--- config.mk ---
export PLATFORM = sky130hd
export DESIGN_NAME = zoom_focus_stepper_tracker_core
export DESIGN_NICKNAME = d
export VERILOG_FILES = /design/src/rtl/zfst_pkg.sv /design/src/rtl/zfst_dpath.sv /design/src/rtl/zfst_ctrl.sv /design/src/rtl/zoom_focus_stepper_tracker_core.sv
export SDC_FILE = /design/constraint.sdc
export NUM_CORES = 2
export LEC_CHECK = 0
export ABC_AREA = 1
export CAP_MARGIN = 20
export CORE_MARGIN = 3
export CORE_UTILIZATION = 67
export DETAILED_ROUTE_END_ITERATION = 8
export DONT_BUFFER_PORTS = 1
export MAX_ROUTING_LAYER = met4
export PLACE_DENSITY = 0.83
export SLEW_MARGIN = 20
export SYNTH_ARGS = -nofsm -noshare
export SYNTH_HDL_FRONTEND = slang
export SYNTH_SLANG_ARGS = --single-unit
--- constraint.sdc ---
create_clock -name clock -period 13.5 [get_ports clock]
set_input_delay 4.05 -clock clock [delete_from_list [all_inputs] [get_ports clock]]
set_output_delay 4.05 -clock clock [all_outputs]
set_load 0.05 [all_outputs]
--- src/rtl/zfst_pkg.sv ---
// ----------------------------------------------------------------------------
// zfst_pkg
// Shared types, codes and helpers for the zoom/focus stepper tracker.
// ----------------------------------------------------------------------------
package zfst_pkg;

   localparam int TABLE_SEGMENTS_DEF = 16;
   localparam int DIV_BITS = 32;
   localparam int DIV_CNT_W = $clog2(DIV_BITS);

   typedef enum logic [2:0] {
      CMD_TICK        = 3'd0,
      CMD_MOVE_TO     = 3'd1,
      CMD_MOVE_LIMIT  = 3'd2,
      CMD_HOME        = 3'd3,
      CMD_STOP        = 3'd4,
      CMD_SET_MAIN    = 3'd5,
      CMD_SET_FOLLOW  = 3'd6,
      CMD_LOAD_TABLE  = 3'd7
   } cmd_type;

   typedef enum logic [2:0] {
      CSR_MAIN_PHASE_COUNT   = 3'd0,
      CSR_FOLLOW_PHASE_COUNT = 3'd1,
      CSR_STEP_PERIOD        = 3'd2,
      CSR_FOLLOW_LIMIT       = 3'd3,
      CSR_LOWER_LIMIT        = 3'd4,
      CSR_UPPER_LIMIT        = 3'd5,
      CSR_HOME_POSITION      = 3'd6,
      CSR_UNUSED             = 3'd7
   } csr_index_type;

   typedef struct packed {
      logic start;
      logic cap_lo;
      logic load_mul;
      logic mul;
      logic div_init;
      logic div_step;
      logic finish;
      logic extrap;
   } ctl_cmd_type;

   typedef struct packed {
      logic need_interp;
      logic z_less;
   } dp_status_type;

   // Advances or retreats a drive phase, wrapping at the effective count.
   function automatic logic [5:0] phase_move(input logic [5:0] ph,
                                             input logic [6:0] cnt,
                                             input logic up);
      logic [6:0] c;
      logic [6:0] nxt;
      begin
         c = (cnt == 7'd0) ? 7'd1 : ((cnt > 7'd64) ? 7'd64 : cnt);
         nxt = {1'b0, ph} + 7'd1;
         if (up) begin
            phase_move = (nxt > c - 7'd1) ? 6'd0 : nxt[5:0];
         end else begin
            phase_move = (ph == 6'd0) ? 6'(c - 7'd1) : ph - 6'd1;
         end
      end
   endfunction

endpackage

--- src/rtl/zfst_dpath.sv ---
// ----------------------------------------------------------------------------
// zfst_dpath
// Motor state, configuration, breakpoint tables and the interpolation unit
// with its multiplier and shift-subtract divider.
// ----------------------------------------------------------------------------
module zfst_dpath #(
   parameter int TABLE_SEGMENTS = zfst_pkg::TABLE_SEGMENTS_DEF,
   parameter int AW = $clog2(TABLE_SEGMENTS)
) (
   input  logic                    clock,
   input  logic                    reset,
   input  zfst_pkg::ctl_cmd_type   ctl,
   input  logic [AW-1:0]           rd_addr,
   output zfst_pkg::dp_status_type status,
   input  logic [2:0]              req_command,
   input  logic signed [15:0]      req_position_value,
   input  logic                    req_forward,
   input  logic                    req_follow_enable,
   input  logic [3:0]              req_table_index,
   input  logic signed [15:0]      req_table_zoom,
   input  logic signed [15:0]      req_table_focus,
   input  logic                    csr_we,
   input  logic [2:0]              csr_index,
   input  logic [15:0]             csr_data,
   output logic signed [15:0]      rsp_main_position,
   output logic signed [15:0]      rsp_follow_position,
   output logic [5:0]              rsp_main_phase,
   output logic [5:0]              rsp_follow_phase,
   output logic                    rsp_main_stepped,
   output logic                    rsp_follow_stepped,
   output logic                    rsp_moving,
   output logic                    rsp_release_res
);
   import zfst_pkg::*;

   logic [6:0] mpc_ff, fpc_ff;
   logic [15:0] sp_ff;
   logic signed [15:0] fl_ff, ll_ff, ul_ff, hp_ff;

   logic signed [15:0] zp_ff, zp_in, zg_ff, zg_in, fp_ff, fp_in, fg_ff, fg_in;
   logic [5:0] zph_ff, zph_in, fph_ff, fph_in;
   logic [15:0] pc_ff, pc_in;
   logic busy_ff, busy_in, trk_ff, trk_in;
   logic zst_ff, zst_in, fst_ff, fst_in, rel_ff, rel_in;

   logic signed [15:0] zb_mem [TABLE_SEGMENTS];
   logic signed [15:0] fb_mem [TABLE_SEGMENTS];
   logic signed [15:0] zb_rd_ff, fb_rd_ff, zlo_ff, flo_ff, base_ff;
   logic signed [16:0] dz_ff, df_ff, den_ff;
   logic signed [33:0] prod_ff;
   logic [31:0] quo_ff;
   logic [15:0] rem_ff, dmag_ff;
   logic neg_ff, dzero_ff;

   logic signed [15:0] t_zg, t_fg, goal, interp_res;
   logic [15:0] pc_inc;
   logic t_busy, t_trk, do_step, fw, up, need_interp;
   logic signed [16:0] zref;
   logic [16:0] trial;
   logic signed [33:0] qs, rsum;
   logic [33:0] pabs;
   logic [16:0] dabs;
   logic wr_ok;
   logic [AW-1:0] wr_addr;

   assign wr_ok = 32'(req_table_index) < TABLE_SEGMENTS;
   assign wr_addr = AW'(req_table_index);

   always_ff @(posedge clock) begin
      if (reset) begin
         mpc_ff <= 7'd8;
         fpc_ff <= 7'd8;
         sp_ff <= 16'd1;
         fl_ff <= 16'sd32767;
         ll_ff <= 16'sd0;
         ul_ff <= 16'sd3000;
         hp_ff <= 16'sd0;
      end else if (csr_we) begin
         case (csr_index_type'(csr_index))
            CSR_MAIN_PHASE_COUNT: mpc_ff <= csr_data[6:0];
            CSR_FOLLOW_PHASE_COUNT: fpc_ff <= csr_data[6:0];
            CSR_STEP_PERIOD: sp_ff <= csr_data;
            CSR_FOLLOW_LIMIT: fl_ff <= csr_data;
            CSR_LOWER_LIMIT: ll_ff <= csr_data;
            CSR_UPPER_LIMIT: ul_ff <= csr_data;
            CSR_HOME_POSITION: hp_ff <= csr_data;
            default: ;
         endcase
      end
   end

   always_comb begin
      case (cmd_type'(req_command))
         CMD_MOVE_TO: goal = req_position_value;
         CMD_MOVE_LIMIT: goal = req_forward ? ul_ff : ll_ff;
         default: goal = hp_ff;
      endcase
   end

   always_comb begin
      zp_in = zp_ff; zg_in = zg_ff; fp_in = fp_ff; fg_in = fg_ff;
      zph_in = zph_ff; fph_in = fph_ff; pc_in = pc_ff;
      busy_in = busy_ff; trk_in = trk_ff;
      zst_in = zst_ff; fst_in = fst_ff; rel_in = rel_ff;
      t_zg = zg_ff; t_fg = fg_ff; t_busy = busy_ff; t_trk = trk_ff;
      do_step = 1'b0; need_interp = 1'b0; fw = 1'b0; up = 1'b0;
      pc_inc = pc_ff + 16'd1;
      if (ctl.start) begin
         zst_in = 1'b0; fst_in = 1'b0; rel_in = 1'b0;
         case (cmd_type'(req_command))
            CMD_TICK: begin
               if (busy_ff) begin
                  if (pc_inc >= sp_ff) begin
                     pc_in = 16'd0;
                     do_step = 1'b1;
                  end else begin
                     pc_in = pc_inc;
                  end
               end
            end
            CMD_MOVE_TO, CMD_MOVE_LIMIT, CMD_HOME: begin
               t_zg = goal;
               t_busy = 1'b1;
               t_trk = (cmd_type'(req_command) == CMD_HOME) ? 1'b0 : req_follow_enable;
               t_fg = fp_ff;
               pc_in = 16'd0;
               do_step = 1'b1;
            end
            CMD_STOP: begin
               if (busy_ff) begin
                  t_busy = 1'b0; t_trk = 1'b0; rel_in = 1'b1;
               end
            end
            CMD_SET_MAIN: zp_in = req_position_value;
            CMD_SET_FOLLOW: fp_in = req_position_value;
            default: ;
         endcase
         fw = t_trk && (t_fg != fp_ff) && (t_fg <= fl_ff);
         if (do_step) begin
            if (fw) begin
               up = fp_ff < t_fg;
               fph_in = phase_move(fph_ff, fpc_ff, up);
               fp_in = up ? fp_ff + 16'sd1 : fp_ff - 16'sd1;
               fst_in = 1'b1;
            end else if (zp_ff != t_zg) begin
               up = zp_ff < t_zg;
               zph_in = phase_move(zph_ff, mpc_ff, up);
               zp_in = up ? zp_ff + 16'sd1 : zp_ff - 16'sd1;
               zst_in = 1'b1;
               need_interp = t_trk;
            end else begin
               t_busy = 1'b0; t_trk = 1'b0; rel_in = 1'b1;
            end
         end
         zg_in = t_zg; fg_in = t_fg; busy_in = t_busy; trk_in = t_trk;
      end
      if (ctl.finish) begin
         fg_in = interp_res;
         if (trk_ff && (interp_res != fp_ff) && (interp_res <= fl_ff)) begin
            up = fp_ff < interp_res;
            fph_in = phase_move(fph_ff, fpc_ff, up);
            fp_in = up ? fp_ff + 16'sd1 : fp_ff - 16'sd1;
            fst_in = 1'b1;
         end
      end
   end

   always_ff @(posedge clock) begin
      if (reset) begin
         zp_ff <= '0; zg_ff <= '0; fp_ff <= '0; fg_ff <= '0;
         zph_ff <= '0; fph_ff <= '0; pc_ff <= '0;
         busy_ff <= 1'b0; trk_ff <= 1'b0;
         zst_ff <= 1'b0; fst_ff <= 1'b0; rel_ff <= 1'b0;
      end else begin
         zp_ff <= zp_in; zg_ff <= zg_in; fp_ff <= fp_in; fg_ff <= fg_in;
         zph_ff <= zph_in; fph_ff <= fph_in; pc_ff <= pc_in;
         busy_ff <= busy_in; trk_ff <= trk_in;
         zst_ff <= zst_in; fst_ff <= fst_in; rel_ff <= rel_in;
      end
   end

   always_ff @(posedge clock) begin
      if (ctl.start && (cmd_type'(req_command) == CMD_LOAD_TABLE) && wr_ok) begin
         zb_mem[wr_addr] <= req_table_zoom;
         fb_mem[wr_addr] <= req_table_focus;
      end
      zb_rd_ff <= zb_mem[rd_addr];
      fb_rd_ff <= fb_mem[rd_addr];
   end

   assign zref = ctl.extrap ? 17'(zb_rd_ff) : 17'(zlo_ff);
   assign pabs = prod_ff[33] ? 34'(-prod_ff) : 34'(prod_ff);
   assign dabs = den_ff[16] ? 17'(-den_ff) : 17'(den_ff);
   assign trial = {rem_ff, quo_ff[31]};

   always_ff @(posedge clock) begin
      if (ctl.cap_lo) begin
         zlo_ff <= zb_rd_ff;
         flo_ff <= fb_rd_ff;
      end
      if (ctl.load_mul) begin
         dz_ff <= 17'(zp_ff) - zref;
         df_ff <= 17'(fb_rd_ff) - 17'(flo_ff);
         den_ff <= 17'(zb_rd_ff) - 17'(zlo_ff);
         base_ff <= ctl.extrap ? fb_rd_ff : flo_ff;
      end
      if (ctl.mul) begin
         prod_ff <= dz_ff * df_ff;
      end
      if (ctl.div_init) begin
         quo_ff <= pabs[31:0];
         rem_ff <= '0;
         dmag_ff <= dabs[15:0];
         neg_ff <= prod_ff[33] ^ den_ff[16];
         dzero_ff <= (den_ff == 17'sd0);
      end
      if (ctl.div_step) begin
         if (trial >= {1'b0, dmag_ff}) begin
            rem_ff <= 16'(trial - {1'b0, dmag_ff});
            quo_ff <= {quo_ff[30:0], 1'b1};
         end else begin
            rem_ff <= trial[15:0];
            quo_ff <= {quo_ff[30:0], 1'b0};
         end
      end
   end

   always_comb begin
      if (dzero_ff) begin
         qs = '0;
      end else begin
         qs = neg_ff ? -$signed({2'b00, quo_ff}) : $signed({2'b00, quo_ff});
      end
      rsum = 34'(base_ff) + qs;
      if (rsum > 34'sd32767) begin
         interp_res = 16'sd32767;
      end else if (rsum < -34'sd32768) begin
         interp_res = -16'sd32768;
      end else begin
         interp_res = rsum[15:0];
      end
   end

   assign status.need_interp = need_interp;
   assign status.z_less = zp_ff < zb_rd_ff;

   assign rsp_main_position = zp_ff;
   assign rsp_follow_position = fp_ff;
   assign rsp_main_phase = zph_ff;
   assign rsp_follow_phase = fph_ff;
   assign rsp_main_stepped = zst_ff;
   assign rsp_follow_stepped = fst_ff;
   assign rsp_moving = busy_ff;
   assign rsp_release_res = rel_ff;

endmodule

--- src/rtl/zfst_ctrl.sv ---
// ----------------------------------------------------------------------------
// zfst_ctrl
// Sequencer for the handshakes, the breakpoint search and the divider.
// ----------------------------------------------------------------------------
module zfst_ctrl #(
   parameter int TABLE_SEGMENTS = zfst_pkg::TABLE_SEGMENTS_DEF,
   parameter int AW = $clog2(TABLE_SEGMENTS)
) (
   input  logic                    clock,
   input  logic                    reset,
   input  logic                    req_valid,
   output logic                    req_stall,
   output logic                    rsp_valid,
   input  logic                    rsp_stall,
   input  zfst_pkg::dp_status_type status,
   output zfst_pkg::ctl_cmd_type   ctl,
   output logic [AW-1:0]           rd_addr
);
   import zfst_pkg::*;

   typedef enum logic [9:0] {
      ST_IDLE      = 10'b0000000001,
      ST_SCAN_ADDR = 10'b0000000010,
      ST_SCAN_TEST = 10'b0000000100,
      ST_RD_LO     = 10'b0000001000,
      ST_RD_HI     = 10'b0000010000,
      ST_MUL_A     = 10'b0000100000,
      ST_MUL_B     = 10'b0001000000,
      ST_DIV_INIT  = 10'b0010000000,
      ST_DIV_RUN   = 10'b0100000000,
      ST_FIN       = 10'b1000000000
   } state_type;

   state_type state_ff, state_in;
   logic [AW:0] idx_ff, idx_in, seg_ff, seg_in, lo, hi;
   logic [DIV_CNT_W-1:0] cnt_ff, cnt_in;
   logic rsp_valid_ff, rsp_valid_in;
   logic accept;

   assign req_stall = (state_ff != ST_IDLE) || (rsp_valid_ff && rsp_stall);
   assign accept = req_valid && !req_stall;
   assign rsp_valid = rsp_valid_ff;

   always_comb begin
      if (seg_ff == '0) begin
         lo = '0; hi = '0;
      end else if (seg_ff == (AW+1)'(TABLE_SEGMENTS)) begin
         lo = (AW+1)'(TABLE_SEGMENTS - 2); hi = (AW+1)'(TABLE_SEGMENTS - 1);
      end else begin
         lo = seg_ff - 1'b1; hi = seg_ff;
      end
   end

   always_comb begin
      state_in = state_ff; idx_in = idx_ff; seg_in = seg_ff; cnt_in = cnt_ff;
      rsp_valid_in = rsp_valid_ff && rsp_stall;
      ctl = '0;
      ctl.extrap = (seg_ff == (AW+1)'(TABLE_SEGMENTS));
      rd_addr = idx_ff[AW-1:0];
      case (state_ff)
         ST_IDLE: begin
            ctl.start = accept;
            if (accept) begin
               if (status.need_interp) begin
                  idx_in = '0;
                  state_in = ST_SCAN_ADDR;
               end else begin
                  rsp_valid_in = 1'b1;
               end
            end
         end
         ST_SCAN_ADDR: state_in = ST_SCAN_TEST;
         ST_SCAN_TEST: begin
            if (status.z_less) begin
               seg_in = idx_ff;
               state_in = ST_RD_LO;
            end else if (idx_ff == (AW+1)'(TABLE_SEGMENTS - 1)) begin
               seg_in = (AW+1)'(TABLE_SEGMENTS);
               state_in = ST_RD_LO;
            end else begin
               idx_in = idx_ff + 1'b1;
               state_in = ST_SCAN_ADDR;
            end
         end
         ST_RD_LO: begin
            rd_addr = lo[AW-1:0];
            state_in = ST_RD_HI;
         end
         ST_RD_HI: begin
            rd_addr = hi[AW-1:0];
            ctl.cap_lo = 1'b1;
            state_in = ST_MUL_A;
         end
         ST_MUL_A: begin
            ctl.load_mul = 1'b1;
            state_in = ST_MUL_B;
         end
         ST_MUL_B: begin
            ctl.mul = 1'b1;
            state_in = ST_DIV_INIT;
         end
         ST_DIV_INIT: begin
            ctl.div_init = 1'b1;
            cnt_in = '0;
            state_in = ST_DIV_RUN;
         end
         ST_DIV_RUN: begin
            ctl.div_step = 1'b1;
            cnt_in = cnt_ff + 1'b1;
            if (cnt_ff == DIV_CNT_W'(DIV_BITS - 1)) begin
               state_in = ST_FIN;
            end
         end
         ST_FIN: begin
            ctl.finish = 1'b1;
            rsp_valid_in = 1'b1;
            state_in = ST_IDLE;
         end
         default: state_in = ST_IDLE;
      endcase
   end

   always_ff @(posedge clock) begin
      if (reset) begin
         state_ff <= ST_IDLE;
         rsp_valid_ff <= 1'b0;
         idx_ff <= '0;
         seg_ff <= '0;
         cnt_ff <= '0;
      end else begin
         state_ff <= state_in;
         rsp_valid_ff <= rsp_valid_in;
         idx_ff <= idx_in;
         seg_ff <= seg_in;
         cnt_ff <= cnt_in;
      end
   end

`ifndef NO_ASSERTIONS
   a_no_beat_while_busy: assert property (@(posedge clock) disable iff (reset)
      (state_ff != ST_IDLE) |-> !rsp_valid_ff)
      else $error("result offered while interpolation runs");
   a_div_to_fin: assert property (@(posedge clock) disable iff (reset)
      (state_ff == ST_DIV_RUN && cnt_ff == DIV_CNT_W'(DIV_BITS - 1)) |=> (state_ff == ST_FIN))
      else $error("divider did not finish after its last step");
   a_fin_gives_beat: assert property (@(posedge clock) disable iff (reset)
      (state_ff == ST_FIN) |=> (rsp_valid_ff && state_ff == ST_IDLE))
      else $error("interpolated item gave no result");
`endif

endmodule

--- src/rtl/zoom_focus_stepper_tracker_core.sv ---
// ----------------------------------------------------------------------------
// zoom_focus_stepper_tracker_core
// Zoom stepper controller with focus tracking over a breakpoint curve.
// ----------------------------------------------------------------------------
// Each accepted command gives exactly one result beat. Commands that need
// no focus interpolation give their result the cycle after acceptance. A
// zoom step with follow enabled runs the interpolation unit: a linear search
// of the breakpoint memory, a multiply, and a one-bit-per-cycle divider of
// 32 steps. The next command is taken once no interpolation runs and the
// result register is free or being emptied.
module zoom_focus_stepper_tracker_core #(
   parameter int TABLE_SEGMENTS = zfst_pkg::TABLE_SEGMENTS_DEF
) (
   input  logic               clock,
   input  logic               reset,
   input  logic               req_valid,
   output logic               req_stall,
   input  logic [2:0]         req_command,
   input  logic signed [15:0] req_position_value,
   input  logic               req_forward,
   input  logic               req_follow_enable,
   input  logic [3:0]         req_table_index,
   input  logic signed [15:0] req_table_zoom,
   input  logic signed [15:0] req_table_focus,
   output logic               rsp_valid,
   input  logic               rsp_stall,
   output logic signed [15:0] rsp_main_position,
   output logic signed [15:0] rsp_follow_position,
   output logic [5:0]         rsp_main_phase,
   output logic [5:0]         rsp_follow_phase,
   output logic               rsp_main_stepped,
   output logic               rsp_follow_stepped,
   output logic               rsp_moving,
   output logic               rsp_release_res,
   input  logic               csr_valid,
   output logic               csr_ready,
   input  logic [2:0]         csr_index,
   input  logic [15:0]        csr_data
);
   import zfst_pkg::*;

   localparam int AW = $clog2(TABLE_SEGMENTS);

   ctl_cmd_type ctl;
   dp_status_type status;
   logic [AW-1:0] rd_addr;

   assign csr_ready = 1'b1;

   zfst_ctrl #(.TABLE_SEGMENTS(TABLE_SEGMENTS), .AW(AW)) u_ctrl (
      .clock(clock), .reset(reset),
      .req_valid(req_valid), .req_stall(req_stall),
      .rsp_valid(rsp_valid), .rsp_stall(rsp_stall),
      .status(status), .ctl(ctl), .rd_addr(rd_addr)
   );

   zfst_dpath #(.TABLE_SEGMENTS(TABLE_SEGMENTS), .AW(AW)) u_dpath (
      .clock(clock), .reset(reset),
      .ctl(ctl), .rd_addr(rd_addr), .status(status),
      .req_command(req_command), .req_position_value(req_position_value),
      .req_forward(req_forward), .req_follow_enable(req_follow_enable),
      .req_table_index(req_table_index), .req_table_zoom(req_table_zoom),
      .req_table_focus(req_table_focus),
      .csr_we(csr_valid && csr_ready), .csr_index(csr_index), .csr_data(csr_data),
      .rsp_main_position(rsp_main_position), .rsp_follow_position(rsp_follow_position),
      .rsp_main_phase(rsp_main_phase), .rsp_follow_phase(rsp_follow_phase),
      .rsp_main_stepped(rsp_main_stepped), .rsp_follow_stepped(rsp_follow_stepped),
      .rsp_moving(rsp_moving), .rsp_release_res(rsp_release_res)
   );

endmodule

==> results.cfg <==
[sta]
max_slew_margin_pct = 9.26
min_period_over_period_pct = 72.1
grt_setup_unrepaired = false
finClkSkew_ns = 0.0416
slew_viol_final = 0
fmax_mhz = 103
fin_setup_tns_ns = 0
worst_slew_pin_slew_ns = 1.35
period_needed_ns = 9.74
setup_viol = 0
hold_violations = 0

[setup_path]
critPathMaxFanout = 19
arrival_ns = 10.35
worstSetupStartpoint = req_command[2]
crit_required_ns = 14.11
worstReg2RegStart = u_dpath.quo_ff[1]
cp-end-kind = register
critPathKind = input port to register
critPathLaunchType = input port
regToRegEndpoint = u_dpath.rsp_follow_position[4]
critPathSlowestCell = nand3_1
crit_end = u_dpath.rsp_main_position[14]
path_common_cell = nand2_1
reg2regPathDepth = 47
r2r_slack_ns = 5.50
critPathMaxStageDelay_ns = 0.67

[clock_network]
cts_buffer_depth = 3
h-tree-depth = 3
clk_pin_slew_ns = 0.06
cts_setup_buffers = 0
cts_root_buffer = clkbuf_16
clock-sinks = 959
hold_buffers = 0
clock_latency_ns = 0.69
cts_made_buffers = 97
cts_tree = done
cts_resized = 0

[synthesis]
yosysTopAreaCell = edfxtp_1
synthCells = 6875
ys_top_cells_by_count = nand2_1 (1469), inv_1 (1094), edfxtp_1 (710), nor2_1 (392), o21ai_0 (378)
syn_nets = 7598
ys_seq_elements = 959
synthDistinctLibCells = 71
postSynthAreaPerCell_sq_um = 9.00
async_flop_share_pct = 0
synth.most_common_cell = nand2_1
ys_warn_count = 0
synth_area_leaders = edfxtp_1 (34%), fa_1 (9.8%), nand2_1 (8.9%)
synth-edff-count = 710
synth.cell_area_sq_um = 61900
yosysSeqAreaShare_pct = 42.5
synth_flop_cell = edfxtp_1
synth_top_area_share_pct = 34.5

[placed_design]
place.gp.congestion = 0.983
dp_hpwl_microns = 112000
io_buffers = 0

[final_layout]
multi_input_area_sq_um = 30400
syn_to_final_growth_pct = 7.10
drive_gt1_share_pct = 7.27
final-seq-area_sq_um = 26300
final_core_util_pct = 72.9
fillers = 6469
final_nets = 7498

[job]
cap_viol_max_count = 0

[route]
ant_nets = 0
wirelength_microns = 163000
drc = 0
dr.first_iter.drc_count = 4772
num_vias = 47800
dr.pass1.iters = 7
viasPerCell = 5.95
routedWlPerCell_microns = 20.3

[global_routing]
antenna_found_initial = 4
grt_max_degree = 213
grt_pass1_vias = 46700
grt_pass1_wl_microns = 254000
track_usage_pct = 35.1
grt.overflow.total = 0

[floorplan]
start_util_pct = 68.1
pin_count = 132
dieArea_sq_um = 96000
coreArea_sq_um = 90800
die_w_microns = 310
die_height_microns = 310
rows = 110

[hold_path]
worstHoldPathType = register to register

[power]
p_int_mw = 5.48
ir_drop_v = 0.000179
p_clk_share_pct = 33.2
power_density_nw_per_um2 = 122
power_switching_mw = 2.63
switching_share_pct = 32.4
power_frac_seq_pct = 42.8
p_comb_share_pct = 24.0
power_leakage_nw = 28.8

[outcome]
status = finished, final reports clean
## how the worst min path moves through the flow
| stage | start | end | slack (ns) | depth (start not counted) |
|---|---|---|---|---|
| floorplan | u_dpath.fb_rd_ff[0] | u_dpath.flo_ff[0] | 0.41 | 0 |
| global placement | u_dpath.ll_ff[4] | u_dpath.ll_ff[4] | 0.44 | 2 |
| detailed placement | u_dpath.ll_ff[4] | u_dpath.ll_ff[4] | 0.44 | 2 |
| CTS | u_dpath.ll_ff[4] | u_dpath.ll_ff[4] | 0.45 | 2 |
| global route | u_dpath.ul_ff[3] | u_dpath.ul_ff[3] | 0.48 | 2 |
| finish | u_dpath.ll_ff[4] | u_dpath.ll_ff[4] | 0.45 | 2 |
## cell families (layout without fill, tap and decap cells)
kind of cell	after synthesis	in the layout	synth area share (%)
muxes	129	129	2.35
and+or+nand+nor	2468	2468	16.7
adders and majority gates	642	642	16.6
DFF	959	959	42.5
AOI/OAI and AO/OA	1048	1048	9.83
xor gates and xnor gates	225	225	3.22
buffers and inverters	1403	1381	8.70
other	1	4	0.00606
## per-stage QoR
step	hold WS, ns	total power [mW]	instance area, sq um	setup slack (ns)	instances
global placement	0.438	5.37	63000	3.18	7851
global route	0.478	8.45	66300	3.11	8031
floorplan	0.408	4.87	61900	4.39	6875
CTS	0.452	8.10	66200	3.86	8028
detailed placement	0.443	5.42	63000	3.14	7851
finish	0.454	8.10	66300	3.76	8032
## critical path, delay by kind of cell
kind / cells / cell delay (ns)
AO/OA/AOI/OAI: 10 / 2.06
adder cells (fa/ha/maj): 2 / 0.80
buffers and inverters: 2 / 0.78
AND/OR/NAND/NOR: 18 / 2.64
## layout by cell type (no fill, tap or decap), types with 22 or more instances in the layout
| cell | netlist | routed |
|---|---|---|
| nor2_1 | 392 | 375 |
| o21ai_0 | 378 | 375 |
| or2_2 | 35 | 35 |
| nor3_1 | 76 | 75 |
| mux2_2 | 128 | 128 |
| a21oi_1 | 343 | 343 |
| inv_1 | 1094 | 1092 |
| fa_1 | 302 | 302 |
| a31oi_1 | 22 | 22 |
| nand2_1 | 1469 | 1468 |
| dfxtp_1 | 249 | 249 |
| o211ai_1 | 185 | 185 |
| a22oi_1 | 22 | 22 |
| buf_4 | 5 | 83 |
| edfxtp_1 | 710 | 710 |
| clkbuf_16 | 0 | 102 |
| xor2_1 | 162 | 162 |
| nand3_1 | 352 | 350 |
| xnor2_1 | 62 | 62 |
| ha_1 | 340 | 340 |
| nand4_1 | 44 | 44 |
## routing by layer
metal	routed length, microns	GRT usage, %	part of all wire (%)	vias up
met5	0	-	0	-
met4	6830	13.9	4.2	0
met3	13800	5.94	8.5	428
met2	77900	56.4	48	2146
met1	64600	44.9	40	22800
li1	-	-	-	22400
## power groups by stage
stage | Sequential, mW | Clock, mW | Combinational (mW)
finish | 3.47 | 2.69 | 1.94
global route | 3.48 | 2.82 | 2.15
detailed placement | 3.53 | 0 | 1.89
global placement | 3.53 | 0 | 1.84
floorplan | 3.52 | 0 | 1.36
CTS | 3.47 | 2.71 | 1.92
## flip-flops by register name (all words and copies together), names as in the netlist, 17 cells and up
signal,flops
u_dpath.fb_mem,256
u_dpath.zb_mem,256
u_dpath.prod_ff,33
u_dpath.quo_ff,32
u_dpath.den_ff,17
u_dpath.df_ff,17
u_dpath.dz_ff,17
## final cells by class
| cell class | instances | area share, % |
|---|---|---|
| diodes | 3 | 0.0113 |
| well taps | 1176 | 2.22 |
| flip-flops and latches | 959 | 39.7 |
| clock inverters | 44 | 0.687 |
| multi-input cells | 4513 | 45.8 |
| clock buffers | 133 | 4.14 |
| repair buffers | 86 | 1.04 |
| inverters | 1118 | 6.35 |
Power figures use the tool's default switching activity.
